<file path="src/sv/wmo_pkg.sv">
// ----------------------------------------------------------------------------
// wmo_pkg
// Shared types, field widths and codes for the waveform min/max overview unit.
// ----------------------------------------------------------------------------
package wmo_pkg;

  localparam int unsigned ColumnsDefault = 128;
  localparam int unsigned QueueDepth     = 2;
  localparam int unsigned LevelCntW      = $clog2(QueueDepth + 1);

  localparam int unsigned FrameW    = 24;
  localparam int unsigned SampleW   = 24;
  localparam int unsigned LevelW    = 16;
  localparam int unsigned SelectW   = 7;
  localparam int unsigned ReadyW    = 8;
  localparam int unsigned CfgIndexW = 2;
  localparam int unsigned CfgDataW  = 24;

  localparam logic [FrameW-1:0] FrameCountReset = 24'd1;

  typedef enum logic [1:0] {
    CmdRestart = 2'd0,
    CmdFrame   = 2'd1,
    CmdRead    = 2'd2,
    CmdNop     = 2'd3
  } wmo_cmd_e;

  typedef enum logic [CfgIndexW-1:0] {
    CfgFrameCount = 2'd0,
    CfgStereoMode = 2'd1
  } wmo_cfg_e;

  typedef struct packed {
    logic [1:0]                cmd;
    logic signed [SampleW-1:0] left_sample;
    logic signed [SampleW-1:0] right_sample;
    logic [SelectW-1:0]        column_select;
  } wmo_in_t;

  typedef struct packed {
    logic signed [LevelW-1:0] column_low;
    logic signed [LevelW-1:0] column_high;
    logic [LevelW-1:0]        peak_level;
    logic [ReadyW-1:0]        columns_ready;
    logic                     build_done;
  } wmo_out_t;

  // Classified command as handed from the front to the back
  typedef struct packed {
    wmo_cmd_e                 cmd;
    logic signed [LevelW-1:0] left;
    logic signed [LevelW-1:0] right;
    logic [SelectW-1:0]       select;
  } wmo_op_t;

  // Column count reported once the build is complete
  function automatic logic [ReadyW-1:0] ready_full(input int unsigned cols);
    logic [31:0] c;
    c = 32'(cols);
    if (c > 32'd255) begin
      return 8'd255;
    end
    return c[ReadyW-1:0];
  endfunction

endpackage

</file>
<file path="src/sv/wmo_front.sv">
// ----------------------------------------------------------------------------
// wmo_front
// Input side: takes commands, converts Q1.23 samples to 16 bits, resolves mono.
// ----------------------------------------------------------------------------
module wmo_front (
  input  logic              push_i,
  input  logic              q_full_i,
  input  logic              stereo_mode_i,
  input  wmo_pkg::wmo_in_t  item_i,
  output logic              full_o,
  output logic              q_push_o,
  output wmo_pkg::wmo_op_t  op_o
);
  import wmo_pkg::*;

  // Positive: round(s * 32767 / 2^23). Negative: -round(|s| / 256).
  function automatic logic signed [LevelW-1:0] q23_to_s16(input logic [SampleW-1:0] v);
    logic [38:0]        prod;
    logic [SampleW-1:0] mag;
    logic [SampleW:0]   rounded;
    logic [16:0]        mag17;
    logic [16:0]        neg17;
    prod    = 39'(v[SampleW-2:0]) * 39'd32767 + 39'd4194304;
    mag     = SampleW'(0) - v;
    rounded = 25'(mag) + 25'd128;
    mag17   = rounded[24:8];
    neg17   = 17'd0 - mag17;
    if (v[SampleW-1]) begin
      return $signed(neg17[15:0]);
    end
    return $signed(prod[38:23]);
  endfunction

  logic signed [LevelW-1:0] left_conv, right_conv;

  assign left_conv  = q23_to_s16(item_i.left_sample);
  assign right_conv = q23_to_s16(item_i.right_sample);

  assign full_o   = q_full_i;
  assign q_push_o = push_i && !q_full_i;

  always_comb begin
    op_o.cmd    = wmo_cmd_e'(item_i.cmd);
    op_o.left   = left_conv;
    op_o.right  = stereo_mode_i ? right_conv : left_conv;
    op_o.select = item_i.column_select;
  end

endmodule

</file>
<file path="config.mk">
export PLATFORM = sky130hd
export DESIGN_NAME = wmo_front
export DESIGN_NICKNAME = d
export VERILOG_FILES = /design/src/sv/wmo_pkg.sv /design/src/sv/wmo_front.sv
export SDC_FILE = /design/constraint.sdc
export NUM_CORES = 1
export LEC_CHECK = 0
export ABC_AREA = 1
export BUFFER_PORTS_ARGS = -buffer_cell sky130_fd_sc_hd__buf_2
export CORE_UTILIZATION = 41
export DETAILED_ROUTE_END_ITERATION = 8
export REMOVE_ABC_BUFFERS = 1
export SLEW_MARGIN = 10
export SYNTH_ARGS = -nofsm -noshare
export SYNTH_HDL_FRONTEND = slang
export SYNTH_SLANG_ARGS = --single-unit
</file>
<file path="constraint.sdc">
create_clock -name vclk -period 13.2
set_input_delay 2.64 -clock vclk [all_inputs]
set_output_delay 2.64 -clock vclk [all_outputs]
set_load 0.005 [all_outputs]
</file>
==> qor.yml <==
outcome:
  outcome: "completed"
logic_synthesis:
  yosysTopAreaCellShare: 0.379
  synth_top_area_cell: "fa_1"
  yosysWarnings: 0
  syn_area_um2: 18100
  yosysSeqAreaShare: 0
  syn_area_per_cell_um2: 7.58
  synth.distinct_cells: 40
  synth.area.top_cells: "fa_1 38%, ha_1 19%, inv_1 13%"
  synthCells: 2384
worst_setup_path:
  slowest_stage: "fa_1"
  cp-start-kind: "input pin"
  end_kind: "output port"
  crit_required_ns: 10.56
  critPathTopFamily: "adder cells"
  worstSetupPathType: "in2out"
  max_stage_delay_ns: 0.68
  critPathMostFrequentCell: "inv_1"
  cp_data_arrival_time_ns: 8.79
  worstPathMaxFanout: 4
  critPathBufInv: 9
layout:
  mostFrequentLayoutCell: "inv_1"
  seq_cells: 0
  mostFrequentLayoutCells: "618 x inv_1, 460 x nand2_1, 342 x fa_1"
  drive_gt1_frac: 0.0730
  area_delta_synth_final_pct: 5.75
  fillCellCount: 4469
  regArea_um2: 0
  n_antenna_cell: 0
  n_clock_buffer: 0
  layout.nets: 3129
global_route:
  grt_pass1_wl_mm: 89.3
  grt_overflow: 0
  grt_max_degree: 20
  antenna_found_initial: 2
  grt_pass1_vias: 16600
  grt_usage: 0.261
timing:
  finalCriticalPeriod_ns: 11.43
  worst_slew_pin_slew_ns: 0.876
  slew_headroom: 0.411
  max_freq_mhz: 87.5
  holdWs_ns: 5.28
  hold_violations: 0
  setup_tns_ns: 0
  drv_slew: 0
  fin_crit_sh: 0.866
  setup_viol: 0
  grt_setup_unrepaired: "no"
hold_path:
  hold_path_class: "in2out"
route:
  drc: 0
  vias: 15100
  viasPerCell: 4.99
  routed_wl_mm: 56.3
  routedWlPerCell_um: 18.6
  drtIter0Drc: 665
  ant_nets: 0
  firstDrtPassIters: 5
placed_design:
  port_buffers: 85
  dp_hpwl_mm: 52.7
  finalWeightedCongestion: 1.00
clocking:
  ctsResizeCount: 0
  postCtsSetupBuffers: 0
  holdBufCountCts: 0
job:
  maxCapViolations: 0
floorplan:
  coreArea_um2: 43300
  dieWidth_um: 212
  pin_count: 103
  num_rows: 76
  start_util: 0.418
  dieArea_um2: 44900
  die_h_um: 212
[area by class of cell]
class	count	area [um2]	share of cell area
inverter	631	2370	0.124
multi-input combinational	1735	15600	0.815
tap	585	732	0.0383
timing repair buffer	85	425	0.0223
[worst paths after layout]
path,slack [ns],depth (start not counted),to,startpoint
min,5.28,0,op_o[0],item_i[0]
max,1.77,26,op_o[21],item_i[19]
[cell usage after synthesis, types with 7 or more instances]
cell	number
nand2_1	460
o21bai_1	14
a21oi_1	95
nand3b_1	14
nor2_1	160
nor2_2	13
a21o_1	7
inv_1	618
nor3_1	16
ha_1	274
nand4_1	27
o21ai_0	62
fa_1	342
nand3_2	9
inv_2	12
nand2_2	36
xor2_1	9
o21a_1	11
nand3_1	141
buf_4	10
[stage by stage]
step / cells / worst slack (ns) / util / area [um2]
after floorplan: 2366 / 3.00 / - / 17900
after global placement: 3036 / 1.96 / 0.442 / 19100
final: 3036 / 1.77 / 0.442 / 19100
after global routing: 3036 / 1.34 / 0.442 / 19100
after CTS: 3036 / 1.89 / 0.442 / 19100
after detailed placement: 3036 / 1.91 / 0.442 / 19100
[cell families (layout without fill, tap and decap cells)]
logic type,Yosys count,in the layout,share of synthesized area
adders and majority gates,616,616,0.569
xor gates and xnor gates,14,14,0.00679
buffers and inverters,649,716,0.138
AOI/OAI and AO/OA,204,204,0.0638
and+or+nand+nor,901,901,0.223
[layer usage]
layer,GRT usage,share of wire,up-vias
met5,0,0.00021,-
met4,0.116,0.052,2
met3,0.0197,0.035,115
met2,0.490,0.52,390
met1,0.299,0.39,7261
li1,-,-,7375
Power is not shown: default switching activity piles up to over one toggle a cycle in this logic, so the estimate is an artifact.
