[src/sv/wmo_fifo.sv]
// ----------------------------------------------------------------------------
// wmo_fifo
// Small register queue with fill level, used between front, back and output.
// ----------------------------------------------------------------------------
module wmo_fifo #(
  parameter type         T     = logic,
  parameter int unsigned Depth = 2
) (
  input  logic                         clk_i,
  input  logic                         rst_ni,
  input  logic                         push_i,
  input  T                             data_i,
  input  logic                         pop_i,
  output T                             data_o,
  output logic                         full_o,
  output logic                         empty_o,
  output logic [$clog2(Depth+1)-1:0]   level_o
);
  localparam int unsigned PtrW = (Depth > 1) ? $clog2(Depth) : 1;
  localparam int unsigned CntW = $clog2(Depth + 1);

  T                mem_q [Depth];
  logic [PtrW-1:0] wr_ptr_q, wr_ptr_d;
  logic [PtrW-1:0] rd_ptr_q, rd_ptr_d;
  logic [CntW-1:0] count_q, count_d;
  logic            do_push, do_pop;

  assign full_o  = (count_q == CntW'(Depth));
  assign empty_o = (count_q == '0);
  assign level_o = count_q;
  assign data_o  = mem_q[rd_ptr_q];

  assign do_push = push_i && !full_o;
  assign do_pop  = pop_i && !empty_o;

  always_comb begin
    wr_ptr_d = wr_ptr_q;
    rd_ptr_d = rd_ptr_q;
    count_d  = count_q;
    if (do_push) begin
      wr_ptr_d = (wr_ptr_q == PtrW'(Depth - 1)) ? '0 : wr_ptr_q + 1'b1;
    end
    if (do_pop) begin
      rd_ptr_d = (rd_ptr_q == PtrW'(Depth - 1)) ? '0 : rd_ptr_q + 1'b1;
    end
    if (do_push && !do_pop) begin
      count_d = count_q + 1'b1;
    end else if (do_pop && !do_push) begin
      count_d = count_q - 1'b1;
    end
  end

  always_ff @(posedge clk_i or negedge rst_ni) begin
    if (!rst_ni) begin
      wr_ptr_q <= '0;
      rd_ptr_q <= '0;
      count_q  <= '0;
    end else begin
      wr_ptr_q <= wr_ptr_d;
      rd_ptr_q <= rd_ptr_d;
      count_q  <= count_d;
    end
  end

  always_ff @(posedge clk_i) begin
    if (do_push) begin
      mem_q[wr_ptr_q] <= data_i;
    end
  end

endmodule

[config.mk]
export PLATFORM = sky130hd
export DESIGN_NAME = wmo_fifo
export DESIGN_NICKNAME = d
export VERILOG_FILES = /design/src/sv/wmo_fifo.sv
export SDC_FILE = /design/constraint.sdc
export NUM_CORES = 1
export LEC_CHECK = 0
export ABC_CLOCK_PERIOD_IN_PS = 1750
export BUFFER_PORTS_ARGS = -buffer_cell sky130_fd_sc_hd__buf_2
export CORE_AREA = 2 2 39 41
export CTS_CLUSTER_DIAMETER = 60
export DETAILED_ROUTE_END_ITERATION = 16
export DIE_AREA = 0 0 41 43
export RECOVER_POWER = 100
export SYNTH_ARGS = -nofsm -noshare
export SYNTH_HDL_FRONTEND = slang
export SYNTH_SLANG_ARGS = --single-unit
[constraint.sdc]
create_clock -name clk_i -period 1.75 [get_ports clk_i]
set_clock_uncertainty 0.2 [all_clocks]
set_input_delay 0.2625 -clock clk_i [delete_from_list [all_inputs] [get_ports clk_i]]
set_output_delay 0.2625 -clock clk_i [all_outputs]
set_load 0.03 [all_outputs]
==> results of run 1 <==
## area by class of cell
class	instances	area (um2)
repair buffers	10	50.0
inverters	2	7.51
flip-flops and latches	6	161
clock buffers	4	26.3
well taps	16	20.0
multi-input cells	14	110
fillers	160	1010
## per-layer routing
metal	up-vias	track usage	part of all wire
li1	99	-	-
met1	85	0.0822	0.42
met2	4	0.0844	0.49
met3	2	0.0314	0.071
met4	0	0.0800	0.022
met5	-	0	0
## worst register-to-register path, stage by stage, from the launching register on
cell and delay, ps:
dfrtp_2 440, nand2b_4 170, nand2_2 90, inv_1 50, ha_1 180, xor2_1 140
nor2_1 110, xor2_1 150
## placed cells by master (no fill, tap or decap)
cell type	instances
inv_1	2
xor2_1	2
clkbuf_1	5
dfrtp_2	1
ha_1	1
nand2_2	1
buf_2	3
nor2_1	3
and3_1	1
xnor2_1	3
dfrtp_1	3
mux2_2	1
dlygate4sd3_1	1
edfxtp_1	2
nand2b_4	1
clkbuf_4	3
o21ai_1	1
clkbuf_2	2
## registers in the layout, indices dropped and copies added, names as in the netlist
name      flops
level_o       2
mem_q         2
rd_ptr_q      1
wr_ptr_q      1
## power breakdown
group          total (W)  switching [W]  internal [W]
clock           0.000135      0.0000484     0.0000863
combinational   0.000365       0.000219      0.000145
sequential      0.000281      0.0000673      0.000213
total           0.000780       0.000335      0.000445
## per-stage QoR
stage           util  hold WS (ps)  cell area (um2)  setup slack (ps)  power [W]
6_report       0.271          8.24              375               151   0.000780
5_1_grt        0.271          2.33              375              51.4   0.000837
4_1_cts        0.268          3.47              370              61.3   0.000779
3_5_place_dp   0.241          -126              334              74.2   0.000636
3_3_place_gp   0.241          -126              334              87.5   0.000629
2_1_floorplan      -          -233              269              71.3   0.000544
## what timing repair did
action,CTS,global route
endpoints found under the setup margin,0,1
endpoints found under the hold margin,4,0
hold buffers,1,0
gates resized for setup,0,2
## logic make-up (layout without fill, tap and decap cells)
group,Yosys count,in the layout,synth area share
compound gates,1,1,0.0187
xor+xnor,5,5,0.164
fa+ha+maj,1,1,0.0467
buf+inv,2,16,0.0280
flops,6,6,0.598
mux,1,1,0.0421
simple gates,6,6,0.103
## how the worst max path moves through the flow
| stage | start | end | slack, ps | depth (start not counted) |
|---|---|---|---|---|
| 4_1_cts | level_o[0] | level_o[1] | 60 | 7 |
| 2_1_floorplan | level_o[0] | level_o[1] | 70 | 7 |
| 3_5_place_dp | level_o[0] | level_o[1] | 70 | 7 |
| 6_report | level_o[0] | level_o[1] | 150 | 7 |
| 3_3_place_gp | level_o[0] | level_o[1] | 90 | 6 |
| 5_1_grt | level_o[0] | level_o[1] | 50 | 7 |
==> key figures, run 1 <==
STA
  – Final Max Tran Viols: 0
  – Tcrit/Tclk final: 0.914
  – Final min period: 1600 ps
  – Worst slew margin: 0.761
  – Worst Max-Slew Pin Slew: 361 ps
  – Final hold viol count: 0
  – Setup TNS: 0 ps
  – RSZ-0062 raised after global routing: no
  – Max Clk Rate: 625 MHz
  – Final setup fails: 0

Drt
  – Via count: 190
  – DRT Wirelength: 451 um
  – DRC: 0
  – Post-route ant nets: 0
  – Iter 0 DRT Violations: 0
  – Avg Vias per Cell: 3.65
  – DRT Pass-1 Iters: 1
  – Wirelength per Cell: 8.67 um

Worst setup path
  – Worst-path maximum fanout: 6
  – FF-to-FF End: level_o[1]
  – Worst Path Buf+Inv: 1
  – R2R Path Start: level_o[0]
  – Crit path required time: 1710 ps
  – Crit start category: register
  – WP data arrival: 1560 ps
  – Worst setup EP type: register
  – Critical path, cell by cell: nand2b_4 > nand2_2 > inv_1 > ha_1 > xor2_1 > nor2_1 > xor2_1
  – Most frequent CP cell: xor2_1
  – Reg2Reg Setup Slack: 150 ps
  – CP Class: register to register
  – Crit-path max cell delay: 440 ps
  – Cell family with most CP delay: flip-flops
  – Worst path slowest cell: dfrtp_2
  – Reg2Reg Depth: 7

Hold path
  – Hold crit path type: input pin to register
  – Hold_sp: data_i
  – Worst hold endpoint: mem_q[0]
  – WHS Path Cells: 1

Power
  – P per Cell Area: 2080 nW/um2
  – Max rail drop VDD: 0.609 mV
  – Leakage: 0.175 nW

Floorplanning
  – Die Y: 43 um
  – Initial Util: 0.193
  – Die extent in x: 41 um
  – I/O Pins: 10
  – Die ar.: 1760 um2
  – Core box area: 1380 um2
  – Cell Rows: 14

Flow run
  – Max-cap viol count: 0

Clock tree
  – CTS tree: built
  – Setup bufs post-CTS: 0
  – CTS sink cnt: 6
  – Clock buffer depth: 2
  – Clock transition at the registers of the reported paths: 50 ps
  – Worst-Skew Late Latency: 230 ps
  – Root buffer cell: clkbuf_4
  – Num CTS Buffers: 3
  – H-tree depth: 1

Synthesis
  – Commonest cells in the netlist: dfrtp_1, nor2_1, xnor2_1
  – Syn avg cell area: 12.2 um2
  – Post-Syn Nets: 28
  – Main area contributors after synthesis: dfrtp_1, edfxtp_1, xnor2_1, xor2_1, ha_1
  – Post-Syn Area: 268 um2
  – Post-Syn Instances: 22
  – Main synth FF type: dfrtp_1
  – FFs w/ async S/R, synth: 0.667
  – Number of synthesized flops with an enable pin: 2
  – Library cells used by synthesis: 12
  – Flops & latches, synth: 6
  – Sequential share of the synthesized area: 0.598
  – Synth area leader: dfrtp_1
  – Post-synth top area share: 0.374
  – Count leader, synth: dfrtp_1
  – YS warnings: 0

Global routing
  – Congestion Overflow GR: 0
  – Pin count of the biggest net entering global routing: 7
  – Initial antenna violation count: 0
  – First-pass GRT wire length: 765 um
  – Vias in the first global route: 197
  – Global Route Usage Sum: 0.0708

Cells and area
  – Nets: 43
  – Ant diodes: 0
  – Layout cells sized above 1: 0.333
  – Non-filler cells, final: 52
  – Area Growth Syn to Fin: 40.2%

Place
  – GPL Wtd Cong: 0.704
  – IO Port Bufs: 9
  – Placed Instances: 47

Status
  – Status: finished clean
Note: power is estimated with default switching activity, not from simulation.
==> run 2: changes to the inputs <==
- BUFFER_PORTS_ARGS: -buffer_cell sky130_fd_sc_hd__buf_2 -> -buffer_cell sky130_fd_sc_hd__clkbuf_2
==> key figures, run 2 (synthesis gave the netlist of run 1 again) <==
Worst setup path
  – Worst path depth: 6
  – Crit path required time: 1720 ps
  – WP data arrival: 1630 ps
  – Worst setup EP type: register
  – Critical path, cell by cell: nand2b_1 > nand2_2 > inv_1 > ha_1 > nor2_1 > xor2_1
  – Crit start category: register
  – Worst Path Buf+Inv: 1
  – Reg2Reg Depth: 6
  – CP Class: register to register
  – Worst-path maximum fanout: 6
  – Cell family with most CP delay: simple AND/OR/NAND/NOR gates
  – Worst path slowest cell: dfrtp_2
  – Crit-path max cell delay: 430 ps

Clock tree
  – H-tree depth: 1
  – CTS tree: built
  – Setup bufs post-CTS: 0
  – Num CTS Buffers: 3
  – Clock buffer depth: 2
  – Clock transition at the registers of the reported paths: 50 ps
  – Root buffer cell: clkbuf_4
  – CTS sink cnt: 6
  – Worst-Skew Late Latency: 250 ps

Global routing
  – Global Route Usage Sum: 0.0657
  – Pin count of the biggest net entering global routing: 7
  – First-pass GRT wire length: 690 um
  – Congestion Overflow GR: 0
  – Vias in the first global route: 176
  – Initial antenna violation count: 0

STA
  – RSZ-0062 raised after global routing: no
  – Tcrit/Tclk final: 0.947
  – Max Clk Rate: 603 MHz
  – Final setup fails: 0
  – Final Max Tran Viols: 0
  – Worst Max-Slew Pin Slew: 361 ps
  – Final hold viol count: 0
  – Final min period: 1660 ps
  – Worst slew margin: 0.760
  – Setup TNS: 0 ps

Floorplanning
  – Die Y: 43 um
  – I/O Pins: 10
  – Core box area: 1380 um2
  – Die extent in x: 41 um
  – Die ar.: 1760 um2
  – Cell Rows: 14
  – Initial Util: 0.193

Hold path
  – WHS Path Cells: 3
  – Hold crit path type: input pin to register

Place
  – Placed cell area: 334 um2
  – Placed Instances: 47
  – GPL Wtd Cong: 0.713
  – IO Port Bufs: 9
  – DP Wirelength: 347 um

Cells and area
  – Layout cells sized above 1: 0.270
  – Non-filler cells, final: 53
  – Nets: 44
  – Ant diodes: 0
  – Most frequent cells in the layout: clkbuf_1, clkbuf_2
  – Fin area: 377 um2
  – FILL cells: 154
  – Commonest non-fill, non-tap cell in the layout: clkbuf_1
  – Area Growth Syn to Fin: 40.7%

Power
  – Max rail drop VDD: 0.608 mV
  – Leakage: 0.171 nW
  – P per Cell Area: 2050 nW/um2

Drt
  – Wirelength per Cell: 8.87 um
  – DRC: 0
  – Iter 0 DRT Violations: 2
  – Avg Vias per Cell: 3.89
  – DRT Wirelength: 470 um
  – Met2 WL post-DR: 223 um
  – Post-route ant nets: 0
  – Met1 wire length: 200 um
  – Length of routed met3 wiring: 31 um
  – Via count: 206
  – Top Layer Used: met4
  – DRT Pass-1 Iters: 4

Flow run
  – Max-cap viol count: 0

Status
  – Status: finished clean
==> run 2: cell count changes in the layout (fill, tap and decap cells not counted), sizes merged <==
| cell | previous run | this run |
|---|---|---|
| buf | 3 | 0 |
| clkbuf | 10 | 13 |
| dlygate4sd3 | 1 | 2 |
==> run 2: final cells by class <==
| type | count | area [um2] | share of cell area |
|---|---|---|---|
| Sequential cell | 6 | 161 | 0.429 |
| Timing Repair Buffer | 11 | 58.8 | 0.156 |
| Inverter | 2 | 7.51 | 0.0199 |
| Tap cell | 16 | 20.0 | 0.0532 |
| Clock buffer | 4 | 26.3 | 0.0698 |
| Multi-Input combinational cell | 14 | 103 | 0.272 |
==> run 2: layer usage <==
layer | up-vias | track usage
met2 | 9 | 0.0813
li1 | 102 | -
met4 | 0 | 0.0800
met5 | - | 0
met3 | 2 | 0.0314
met1 | 93 | 0.0689
==> run 2: worst paths after layout <==
check / from / end / slack (ps)
min: push_i / wr_ptr_q / 90
min in group asynchronous: rst_ni / wr_ptr_q / 180
min reg2reg: rd_ptr_q / rd_ptr_q / 280
max reg2reg: level_o[0] / level_o[1] / 90
max: level_o[0] / level_o[1] / 90
max in group asynchronous: rst_ni / level_o[0] / 960
==> run 2: what timing repair did <==
item / CTS / global route
endpoints found under the setup margin: 0 / 1
hold endpoints to repair: 6 / 0
resized for setup: 0 / 1
hold buffers: 2 / 0
==> run 2: per-stage QoR <==
step | hold WS [ps] | worst slack (ps) | utilization | power, W
after global routing | 105 | 16.7 | 0.272 | 0.000821
after detailed placement | -119 | 95.0 | 0.241 | 0.000636
final | 89.7 | 92.9 | 0.272 | 0.000772
after CTS | 108 | 81.4 | 0.275 | 0.000788
after global placement | -123 | 100 | 0.241 | 0.000631
after floorplan | -233 | 71.3 | - | 0.000544
==> run 2: where the power goes <==
group	leakage [nW]	switching (W)	total (W)	internal (W)
Clock	0.0150	0.0000564	0.000143	0.0000868
Sequential	0.0643	0.0000577	0.000271	0.000213
Combinational	0.0918	0.000224	0.000358	0.000134
==> run 2: worst min-delay path: stages <==
cell and delay [ps]:
clkbuf_2 90, nand2_2 80, xnor2_1 70
